==> src/hdl/blcu_pkg.sv <==
// Package for the byte lane compare unit: operation codes, word types and
// the lane control group. Depends on nothing; every other file uses it.
package blcu_pkg;

	localparam int unsigned MAX_LANES = 8;
	localparam int unsigned LANE_W    = 8;
	localparam int unsigned WORD_W    = MAX_LANES * LANE_W;
	localparam int unsigned OP_W      = 4;
	localparam int unsigned LRES_W    = 4;

	localparam logic [7:0] CASE_BIT   = 8'h20;
	localparam logic [7:0] CHAR_A_LO  = 8'h61;
	localparam logic [7:0] CHAR_Z_LO  = 8'h7A;
	localparam logic [7:0] HI_NIBBLE  = 8'hF0;
	localparam logic [7:0] DIGIT_BLK  = 8'h30;
	localparam logic [7:0] UPPER_MASK = 8'hE0;
	localparam logic [7:0] UPPER_BLK  = 8'h40;
	localparam logic [7:0] FLAG_BYTE  = 8'h80;
	localparam logic [7:0] LOW7_MASK  = 8'h7F;

	typedef enum logic [OP_W-1:0] {
		OP_GE      = 4'd0,
		OP_LE      = 4'd1,
		OP_SUB7    = 4'd2,
		OP_ZERO    = 4'd3,
		OP_EQ      = 4'd4,
		OP_XOR     = 4'd5,
		OP_FAM_EQ  = 4'd6,
		OP_UPPER   = 4'd7,
		OP_DIGIT   = 4'd8,
		OP_ALPHA   = 4'd9,
		OP_COUNT   = 4'd10,
		OP_LOWIDX  = 4'd11,
		OP_HIGHIDX = 4'd12,
		OP_LOWER   = 4'd13
	} blcu_op_t;

	typedef struct packed {
		logic [OP_W-1:0]   opcode;
		logic [WORD_W-1:0] data_word;
		logic [WORD_W-1:0] other_word;
		logic [7:0]        key_byte;
		logic [7:0]        family_bits;
		logic              ignore_case;
		logic [WORD_W-1:0] lane_mask;
	} blcu_in_t;

	typedef struct packed {
		logic [WORD_W-1:0] result_word;
		logic [LRES_W-1:0] lane_result;
	} blcu_out_t;

	// Broadcast controls shared by every lane.
	typedef struct packed {
		logic [OP_W-1:0] opcode;
		logic [7:0]      key_byte;
		logic [7:0]      family_bits;
		logic            ignore_case;
	} blcu_lane_ctrl_t;

endpackage

==> src/hdl/blcu_lane.sv <==
// One byte lane of the compare unit: every per-lane operation on one byte.
// Depends on blcu_pkg.
module blcu_lane (
	input  blcu_pkg::blcu_lane_ctrl_t ctrl,
	input  logic [7:0]                data_byte,
	input  logic [7:0]                other_byte,
	output logic [7:0]                res_byte
);

	logic [7:0] folded;
	logic       letter;
	logic [7:0] eq_diff;
	logic [7:0] xor_diff;
	logic [7:0] sub_diff;

	assign folded   = data_byte | blcu_pkg::CASE_BIT;
	assign letter   = (folded >= blcu_pkg::CHAR_A_LO) && (folded <= blcu_pkg::CHAR_Z_LO);
	assign sub_diff = data_byte - ctrl.key_byte;

	// Drop the case bit from the difference on letter lanes when folding.
	always_comb begin
		eq_diff  = data_byte ^ ctrl.key_byte;
		xor_diff = data_byte ^ other_byte;
		if (ctrl.ignore_case && letter) begin
			eq_diff  = eq_diff & ~blcu_pkg::CASE_BIT;
			xor_diff = xor_diff & ~blcu_pkg::CASE_BIT;
		end
	end

	always_comb begin
		unique case (blcu_pkg::blcu_op_t'(ctrl.opcode))
			blcu_pkg::OP_GE: begin
				res_byte = (data_byte >= ctrl.key_byte) ? blcu_pkg::FLAG_BYTE : 8'h00;
			end
			blcu_pkg::OP_LE: begin
				res_byte = (data_byte <= ctrl.key_byte) ? blcu_pkg::FLAG_BYTE : 8'h00;
			end
			blcu_pkg::OP_SUB7: begin
				res_byte = sub_diff & blcu_pkg::LOW7_MASK;
			end
			blcu_pkg::OP_ZERO: begin
				res_byte = (data_byte == 8'h00) ? blcu_pkg::FLAG_BYTE : 8'h00;
			end
			blcu_pkg::OP_EQ: begin
				res_byte = (eq_diff == 8'h00) ? blcu_pkg::FLAG_BYTE : 8'h00;
			end
			blcu_pkg::OP_XOR: begin
				res_byte = xor_diff;
			end
			blcu_pkg::OP_FAM_EQ: begin
				res_byte = ((data_byte & ctrl.family_bits) ==
					(ctrl.key_byte & ctrl.family_bits)) ? blcu_pkg::FLAG_BYTE : 8'h00;
			end
			blcu_pkg::OP_UPPER: begin
				res_byte = ((data_byte & blcu_pkg::UPPER_MASK) == blcu_pkg::UPPER_BLK) ?
					blcu_pkg::FLAG_BYTE : 8'h00;
			end
			blcu_pkg::OP_DIGIT: begin
				res_byte = ((data_byte & blcu_pkg::HI_NIBBLE) == blcu_pkg::DIGIT_BLK) ?
					blcu_pkg::FLAG_BYTE : 8'h00;
			end
			blcu_pkg::OP_ALPHA: begin
				res_byte = letter ? blcu_pkg::FLAG_BYTE : 8'h00;
			end
			blcu_pkg::OP_LOWER: begin
				res_byte = letter ? folded : data_byte;
			end
			default: begin
				res_byte = 8'h00;
			end
		endcase
	end

endmodule

==> src/hdl/blcu_merge.sv <==
// Merging stage: counts and locates the registered lane flags and picks the
// result word. Depends on blcu_pkg.
module blcu_merge #(
	parameter int unsigned LANES = 8
) (
	input  logic [blcu_pkg::OP_W-1:0]      opcode,
	input  logic [blcu_pkg::MAX_LANES-1:0] flags,
	input  logic [blcu_pkg::WORD_W-1:0]    lane_word,
	output blcu_pkg::blcu_out_t            result
);

	logic [blcu_pkg::LRES_W-1:0] count;
	logic [blcu_pkg::LRES_W-1:0] low_idx;
	logic [blcu_pkg::LRES_W-1:0] high_idx;

	// Flags above the configured lane count arrive cleared.
	always_comb begin
		count    = '0;
		low_idx  = blcu_pkg::LRES_W'(LANES);
		high_idx = blcu_pkg::LRES_W'(LANES);
		for (int i = 0; i < int'(blcu_pkg::MAX_LANES); i++) begin
			count = count + blcu_pkg::LRES_W'(flags[i]);
			if (flags[i]) begin
				high_idx = blcu_pkg::LRES_W'(i);
			end
		end
		for (int j = int'(blcu_pkg::MAX_LANES) - 1; j >= 0; j--) begin
			if (flags[j]) begin
				low_idx = blcu_pkg::LRES_W'(j);
			end
		end
	end

	always_comb begin
		result.result_word = lane_word;
		result.lane_result = '0;
		case (blcu_pkg::blcu_op_t'(opcode))
			blcu_pkg::OP_COUNT: begin
				result.result_word = '0;
				result.lane_result = count;
			end
			blcu_pkg::OP_LOWIDX: begin
				result.result_word = '0;
				result.lane_result = low_idx;
			end
			blcu_pkg::OP_HIGHIDX: begin
				result.result_word = '0;
				result.lane_result = high_idx;
			end
			default: begin
				result.result_word = lane_word;
			end
		endcase
	end

endmodule

==> src/hdl/byte_lane_compare_unit_top.sv <==
// Top level of the byte lane compare unit: lane array, stage registers and
// output register. Depends on blcu_pkg, blcu_lane and blcu_merge.
//
//   channel   direction  handshake                    word type
//   item      in         item_valid / item_ready      blcu_pkg::blcu_in_t
//   result    out        result_valid / result_ready  blcu_pkg::blcu_out_t
//
// A word's result turns valid after the stage 1 register (lane results) and then the
// stage 2 register (merged result); one word is taken every cycle while results drain.
// Stage 1 holds the per-lane bytes and mask flags, stage 2 the merged result.
// A stalled result holds in stage 2 while an empty stage 1 still takes one more word.
// arst_n clears only the valid flags; payload registers carry no reset.
module byte_lane_compare_unit_top #(
	parameter int unsigned LANES = 8
) (
	input  logic                 clk,
	input  logic                 arst_n,
	input  logic                 item_valid,
	output logic                 item_ready,
	input  blcu_pkg::blcu_in_t   item,
	output logic                 result_valid,
	input  logic                 result_ready,
	output blcu_pkg::blcu_out_t  result
);

	localparam int unsigned LW = blcu_pkg::LANE_W;

	blcu_pkg::blcu_lane_ctrl_t          ctrl;
	logic [blcu_pkg::WORD_W-1:0]        lane_word;
	logic [blcu_pkg::MAX_LANES-1:0]     lane_flags;

	logic                               valid_s1;
	logic [blcu_pkg::OP_W-1:0]          op_s1;
	logic [blcu_pkg::WORD_W-1:0]        word_s1;
	logic [blcu_pkg::MAX_LANES-1:0]     flags_s1;

	logic                               valid_s2;
	logic [blcu_pkg::OP_W-1:0]          op_s2;
	blcu_pkg::blcu_out_t                result_s2;
	blcu_pkg::blcu_out_t                merged;

	logic                               adv_s2;
	logic                               adv_s1;

	// Advance stage 2 when it is empty or its word leaves this cycle.
	assign adv_s2     = !valid_s2 || result_ready;
	// Take a new word when stage 1 is empty or moves on.
	assign adv_s1     = !valid_s1 || adv_s2;
	assign item_ready = adv_s1;

	assign ctrl.opcode      = item.opcode;
	assign ctrl.key_byte    = item.key_byte;
	assign ctrl.family_bits = item.family_bits;
	assign ctrl.ignore_case = item.ignore_case;

	// Lane array: live lanes compute, lanes beyond LANES read as zero.
	for (genvar g = 0; g < int'(blcu_pkg::MAX_LANES); g++) begin : g_lane
		if (g < int'(LANES)) begin : g_live
			blcu_lane u_lane (
				.ctrl       (ctrl),
				.data_byte  (item.data_word[g*LW +: LW]),
				.other_byte (item.other_word[g*LW +: LW]),
				.res_byte   (lane_word[g*LW +: LW])
			);
			assign lane_flags[g] = item.lane_mask[g*LW + LW - 1];
		end else begin : g_dead
			assign lane_word[g*LW +: LW] = '0;
			assign lane_flags[g]         = 1'b0;
		end
	end

	// Stage 1 control.
	always_ff @(posedge clk or negedge arst_n) begin
		if (!arst_n) begin
			valid_s1 <= 1'b0;
		end else if (adv_s1) begin
			valid_s1 <= item_valid;
		end
	end

	// Stage 1 payload: load only on an accepted word.
	always_ff @(posedge clk) begin
		if (item_valid && item_ready) begin
			op_s1    <= item.opcode;
			word_s1  <= lane_word;
			flags_s1 <= lane_flags;
		end
	end

	blcu_merge #(
		.LANES (LANES)
	) u_merge (
		.opcode    (op_s1),
		.flags     (flags_s1),
		.lane_word (word_s1),
		.result    (merged)
	);

	// Stage 2 control.
	always_ff @(posedge clk or negedge arst_n) begin
		if (!arst_n) begin
			valid_s2 <= 1'b0;
		end else if (adv_s2) begin
			valid_s2 <= valid_s1;
		end
	end

	// Stage 2 payload: hold while the consumer stalls.
	always_ff @(posedge clk) begin
		if (adv_s2 && valid_s1) begin
			result_s2 <= merged;
			op_s2     <= op_s1;
		end
	end

	assign result_valid = valid_s2;
	assign result       = result_s2;

`ifndef NO_ASSERTIONS
	// An accepted word must occupy stage 1 on the next edge.
	a_accept_fills_s1: assert property (@(posedge clk) disable iff (!arst_n)
		(item_valid && item_ready) |=> valid_s1)
		else $error("accepted word lost before stage 1");

	// Stage 1 must hold its word while stage 2 is blocked.
	a_s1_holds: assert property (@(posedge clk) disable iff (!arst_n)
		(valid_s1 && !adv_s2) |=> (valid_s1 && $stable(word_s1) && $stable(op_s1)))
		else $error("stage 1 word changed under stall");

	// Index and count operations deliver a zero word.
	a_idx_word_zero: assert property (@(posedge clk) disable iff (!arst_n)
		(result_valid && (op_s2 == blcu_pkg::OP_COUNT || op_s2 == blcu_pkg::OP_LOWIDX ||
			op_s2 == blcu_pkg::OP_HIGHIDX)) |-> (result.result_word == '0))
		else $error("non-zero word on a mask operation");

	// Lane result never exceeds the lane count.
	a_lres_range: assert property (@(posedge clk) disable iff (!arst_n)
		result_valid |-> (result.lane_result <= blcu_pkg::LRES_W'(LANES)))
		else $error("lane result out of range");

	// Word operations deliver a zero lane result.
	a_word_lres_zero: assert property (@(posedge clk) disable iff (!arst_n)
		(result_valid && op_s2 != blcu_pkg::OP_COUNT && op_s2 != blcu_pkg::OP_LOWIDX &&
			op_s2 != blcu_pkg::OP_HIGHIDX) |-> (result.lane_result == '0))
		else $error("lane result set on a word operation");
`endif

endmodule

==> config.mk <==
export PLATFORM = sky130hd
export DESIGN_NAME = byte_lane_compare_unit_top
export DESIGN_NICKNAME = d
export VERILOG_FILES = /design/src/hdl/blcu_pkg.sv /design/src/hdl/blcu_lane.sv /design/src/hdl/blcu_merge.sv /design/src/hdl/byte_lane_compare_unit_top.sv
export SDC_FILE = /design/constraint.sdc
export NUM_CORES = 1
export LEC_CHECK = 0
export ABC_AREA = 1
export ABC_CLOCK_PERIOD_IN_PS = 4370
export BUFFER_PORTS_ARGS = -buffer_cell sky130_fd_sc_hd__buf_2
export CORE_MARGIN = 2
export CORE_UTILIZATION = 35
export CTS_BUF_LIST = sky130_fd_sc_hd__clkbuf_4 sky130_fd_sc_hd__clkbuf_8
export DETAILED_ROUTE_END_ITERATION = 16
export PLACE_DENSITY = 0.62
export SYNTH_ARGS = -nofsm -noshare
export SYNTH_HDL_FRONTEND = slang
export SYNTH_SLANG_ARGS = --single-unit
==> constraint.sdc <==
create_clock -name clk -period 4.37 [get_ports clk]
set_input_delay 0.874 -clock clk [delete_from_list [all_inputs] [get_ports clk]]
set_output_delay 0.874 -clock clk [all_outputs]
set_load 0.005 [all_outputs]
Yosys cells after proc, flatten, opt, wreduce, memory -nomap -nowiden
Cells that the tools add are included.
{"block": "word_totals", "reg_bits": 146, "inputBits": 217, "word_cells": 269}
{"block": "op_classes", "addsub": 15, "magnitude_cmp": 32, "eq_ne": 37, "mux": 113, "bitwise": 25, "reduce_logical": 40}
{"cell": "8-bit case mux with 11 select lines", "n": 8}
{"cell": "8-bit two-way mux", "n": 64}
{"cell": "6-bit two-way mux", "n": 24}
{"cell": "8-bit zero test", "n": 16}
{"cell": "8-bit XOR", "n": 16}
{"cell": "8-bit bitwise AND", "n": 9}
{"cell": "8-bit equality test", "n": 8}
{"cell": "8-bit by 7-bit >= comparator with 1-bit output, second input constant", "n": 8}
{"cell": "8-bit >= comparator", "n": 8}
{"cell": "8-bit by 7-bit less-or-equal comparator with 1-bit output, second input constant", "n": 8}
{"cell": "8-bit less-or-equal comparator", "n": 8}
{"cell": "4-bit two-way mux", "n": 16}
{"cell": "7-bit subtractor", "n": 8}
{"cell": "4-bit by 2-bit equality test with 1-bit output, second input constant", "n": 10}
{"cell": "4-bit by 1-bit adder with 4-bit output", "n": 6}
{"cell": "3-bit by 2-bit equality test with 1-bit output, second input constant", "n": 8}
{"cell": "4-bit equality test, second input constant", "n": 6}
{"cell": "1-bit logical AND", "n": 18}
{"cell": "4-bit by 3-bit equality test with 1-bit output, second input constant", "n": 4}
{"cell": "4-bit case mux with 3 select lines", "n": 1}
{"cell": "4-bit by 1-bit equality test with 1-bit output, second input constant", "n": 1}
{"cell": "4-bit zero test", "n": 1}
{"cell": "3-bit OR reduction", "n": 1}
{"cell": "1-bit by 1-bit adder with 2-bit output", "n": 1}
{"cell": "other kinds (2)", "n": 4}

Depth between registers and ports, before layout
{"block": "logic_depth", "ltp_word": 9, "mapped_depth": 13}

By module
A second synthesis with hierarchy kept.
{"block": "hier_totals", "cells_unflattened": 1897, "hier_area_um2": 13078.8}
{"mod": "blcu_lane at g_lane[1].g_live.u_lane ...", "instances": 5, "cells_per_inst": 192, "area_per_inst_um2": 950.9, "seq_area_each_um2": 0.0}
{"mod": "byte_lane_compare_unit_top", "instances": 1, "cells_per_inst": 156, "area_per_inst_um2": 4419.2, "seq_area_each_um2": 4374.2}
{"mod": "blcu_lane at g_lane[0].g_live.u_lane ...", "instances": 2, "cells_per_inst": 194, "area_per_inst_um2": 991.0, "seq_area_each_um2": 0.0}
{"mod": "blcu_lane at g_lane[4].g_live.u_lane", "instances": 1, "cells_per_inst": 192, "area_per_inst_um2": 992.2, "seq_area_each_um2": 0.0}
{"mod": "blcu_merge", "instances": 1, "cells_per_inst": 201, "area_per_inst_um2": 930.9, "seq_area_each_um2": 0.0}

Least setup slack after synthesis
Ideal clock, no wire load.
{"block": "synth_timing", "kind": "in2reg", "start": "input result_ready", "end": "register result_s2 (netlist bit result[0]), enable pin", "arrival_time_ns": 4.217, "t_required_ns": 3.854, "setup_slack_ns": -0.363, "cell_stages": 2, "path_cell_list": "inv_1 -> a21oi_1"}
{"block": "synth_via", "elab_chain_len": 2}
{"item": "start, declared", "line_no": "byte_lane_compare_unit_top.sv:22", "text": "input logic result_ready,"}
{"item": "1-bit logical OR", "line_no": "byte_lane_compare_unit_top.sv:46", "text": "assign adv_s2 = !valid_s2 || result_ready;"}
{"item": "1-bit logical AND", "line_no": "byte_lane_compare_unit_top.sv:110", "text": "if (adv_s2 && valid_s1) begin"}
{"item": "end signal, assigned", "line_no": "byte_lane_compare_unit_top.sv:111", "text": "result_s2 <= merged;"}
{"item": "end, declared", "line_no": "byte_lane_compare_unit_top.sv:39", "text": "blcu_pkg::blcu_out_t result_s2;"}
No other way between the ends.
A chain may end at the register's enable or synchronous reset.

==> flow_summary.ini <==
[clock_tree]
cts_tree = done
clk_pin_slew_ns = 0.08
h-tree-depth = 4
cts_setup_buffers = 0
cts.sinks = 146
cts_made_buffers = 17
clk_latency_ns = 0.51
ctsHoldBuffers = 0
cts-root-buf = clkbuf_8
cts.repair.resized = 0
clockBufferDepth = 2

[place]
pre_cts_ws_ns = 1.01
dp.cells = 2418
numPortBuffers = 230
place_congestion = 0.888
place_area_sq_mm = 0.0140
hpwl_microns = 31900

[sta]
min_period_over_period = 0.758
final-setup-viol-count = 0
hold_viol_final = 0
rsz0062_at_grt = false
setup_ws_ns = 1.06
maxSlewViolCount = 0
fin_skew_ns = 0.0177
tightestPinTransition_ns = 1.13
finalCriticalPeriod_ns = 3.31
clock.fmax_mhz = 302
maxSlewHeadroom = 0.247
finalSetupTns_ns = 0

[synthesis]
yosysWarnings = 0
ys_seq_area_frac = 0.354
netlist_area_sq_mm = 0.0124
syn_area_per_cell_sq_um = 7.02
synth_seq_cells = 146
syn_inst = 1760
synth_top_flop_cell = edfxtp_1
syn_nets = 2057
synth_edf_count = 144
async_reset_ff_frac = 0.0137
yosysUniqueCellTypes = 41

[hold_path]
hp-class = primary input to asynchronous set/reset pin

[layout]
area_growth_pct = 16.4
instances_no_fill = 2451
regArea_sq_mm = 0.00437
multi_input_area_sq_mm = 0.00674
postLayoutCellArea_sq_mm = 0.0144
fillers = 3649
layout.cells.most_common_list = nand2_1, inv_1, nand3_1
finish.utilization = 0.415
final_common_cell = nand2_1
final_layout_size_suffix_gt1_frac = 0.159
nNetsFinal = 2279

[global_route]
antenna_found_initial = 4
track_usage = 0.241
grt_max_degree = 77
grt_overflow_total = 0
grt_pass1_wl_microns = 66000
grt_pass1_vias = 11800

[floorplan]
die_area_sq_mm = 0.0368
die_h_microns = 192
die_x_microns = 192
core_sq_mm = 0.0346
ios = 287
start_util = 0.357
rows = 68

[run]
max_cap_violations = 0

[pwr]
irDropWorstVdd_v = 0.000189
pwr_density_cell_mw_per_mm2 = 275
leakagePower_uw = 0.00724

[critical_path]
critPathMaxFanout = 5
worstPathRequired_ns = 4.65
worst_setup_path_end_kind = flip-flop
reg2reg_depth = 10
critical_path_class = flip-flop to flip-flop
worstSetupStartpointType = flip-flop
worstReg2RegEnd = result[1]
rrSetupSlack_ns = 1.06
rr_startpoint = flags_s1[1]
arrival_ns = 3.59

[route]
wl_microns = 43900
wire_per_inst_microns = 17.9
drtIter0Drc = 1003
drcViolationCount = 0
drt.antenna.violating_nets = 0
routed_via_density = 5.13
firstDrtPassIters = 5
vias = 12600

[status]
status = finished, final reports clean
per-layer routing:
metal / GRT usage / vias up / part of all wire
li1: - / 6210 / -
met1: 0.308 / 5768 / 0.42
met2: 0.400 / 491 / 0.47
met3: 0.0420 / 93 / 0.078
met4: 0.104 / 4 / 0.034
met5: 0 / - / 0.00036
registers in the layout, indices dropped and copies added (netlist names):
signal	cells
result_valid	1
flags_s1	8
word_s1	64
valid_s1	1
op_s1	4
result	68
where the power goes:
part           switching (uW)  total [uW]  internal [uW]
Clock                     547        1100            556
Sequential               39.4        1750           1710
Combinational             718        1100            383
cell families (layout without fill, tap and decap cells):
family                     count (synthesis)  after routing  share of synthesized area
DFF                                      146            146                      0.354
buffers and inverters                    319            553                      0.101
and+or+nand+nor                         1055           1055                      0.367
AOI/OAI and AO/OA                        128            128                     0.0670
adders and majority gates                 80             80                     0.0883
other                                      0              2                          0
xor gates and xnor gates                  32             32                     0.0227
metrics by stage:
stage | hold slack (ns) | power (uW)
2_1_floorplan | 0.457 | 2440
3_3_place_gp | 0.487 | 2870
3_5_place_dp | 0.503 | 2880
4_1_cts | 0.112 | 4000
5_1_grt | 0.123 | 4200
6_report | 0.154 | 3960
area by class of cell:
class / count / share of cell area
Sequential cell: 146 / 0.304
Antenna cell: 2 / 0.000348
Tap cell: 455 / 0.0396
Inverter: 280 / 0.0731
Multi-Input combinational cell: 1295 / 0.469
Timing Repair Buffer: 242 / 0.0872
Clock inverter: 13 / 0.0100
Clock buffer: 18 / 0.0168
worst max-delay path: stages (launching register included):
cell and delay (ns):
edfxtp_1 0.40, inv_1 0.16, ha_1 0.25, inv_1 0.07
fa_1 0.42, fa_1 0.50, inv_1 0.05, fa_1 0.39
inv_1 0.09, fa_1 0.40, o311ai_0 0.36
cell usage after synthesis, types with 8 or more instances:
cell type / instances / share of area
fa_1: 12 / 0.019
o21ai_0: 22 / 0.0089
o211ai_1: 19 / 0.012
a21oi_1: 30 / 0.012
o221ai_1: 18 / 0.013
nand3_1: 238 / 0.096
o21ai_1: 9 / 0.0036
edfxtp_1: 144 / 0.35
o21bai_1: 9 / 0.0055
inv_1: 269 / 0.082
ha_1: 68 / 0.069
or2_2: 27 / 0.014
buf_2: 18 / 0.0073
nand3b_1: 15 / 0.0091
nand4_1: 36 / 0.018
buf_4: 9 / 0.0055
clkbuf_1: 11 / 0.0033
inv_2: 8 / 0.0024
nor2_1: 236 / 0.072
xor2_1: 13 / 0.0092
nand2_1: 485 / 0.15
xnor2_1: 19 / 0.013
worst max-delay path by stage:
| stage | start | end | slack (ns) |
|---|---|---|---|
| 3_3_place_gp | item[80] | word_s1[23] | 1.04 |
| 4_1_cts | flags_s1[1] | result[1] | 0.97 |
| 2_1_floorplan | result_ready | result[0] | 1.02 |
| 5_1_grt | flags_s1[1] | result[1] | 0.86 |
| 3_5_place_dp | flags_s1[1] | result[1] | 1.01 |
| 6_report | flags_s1[1] | result[1] | 1.06 |
(Power assumes the default switching activity.)
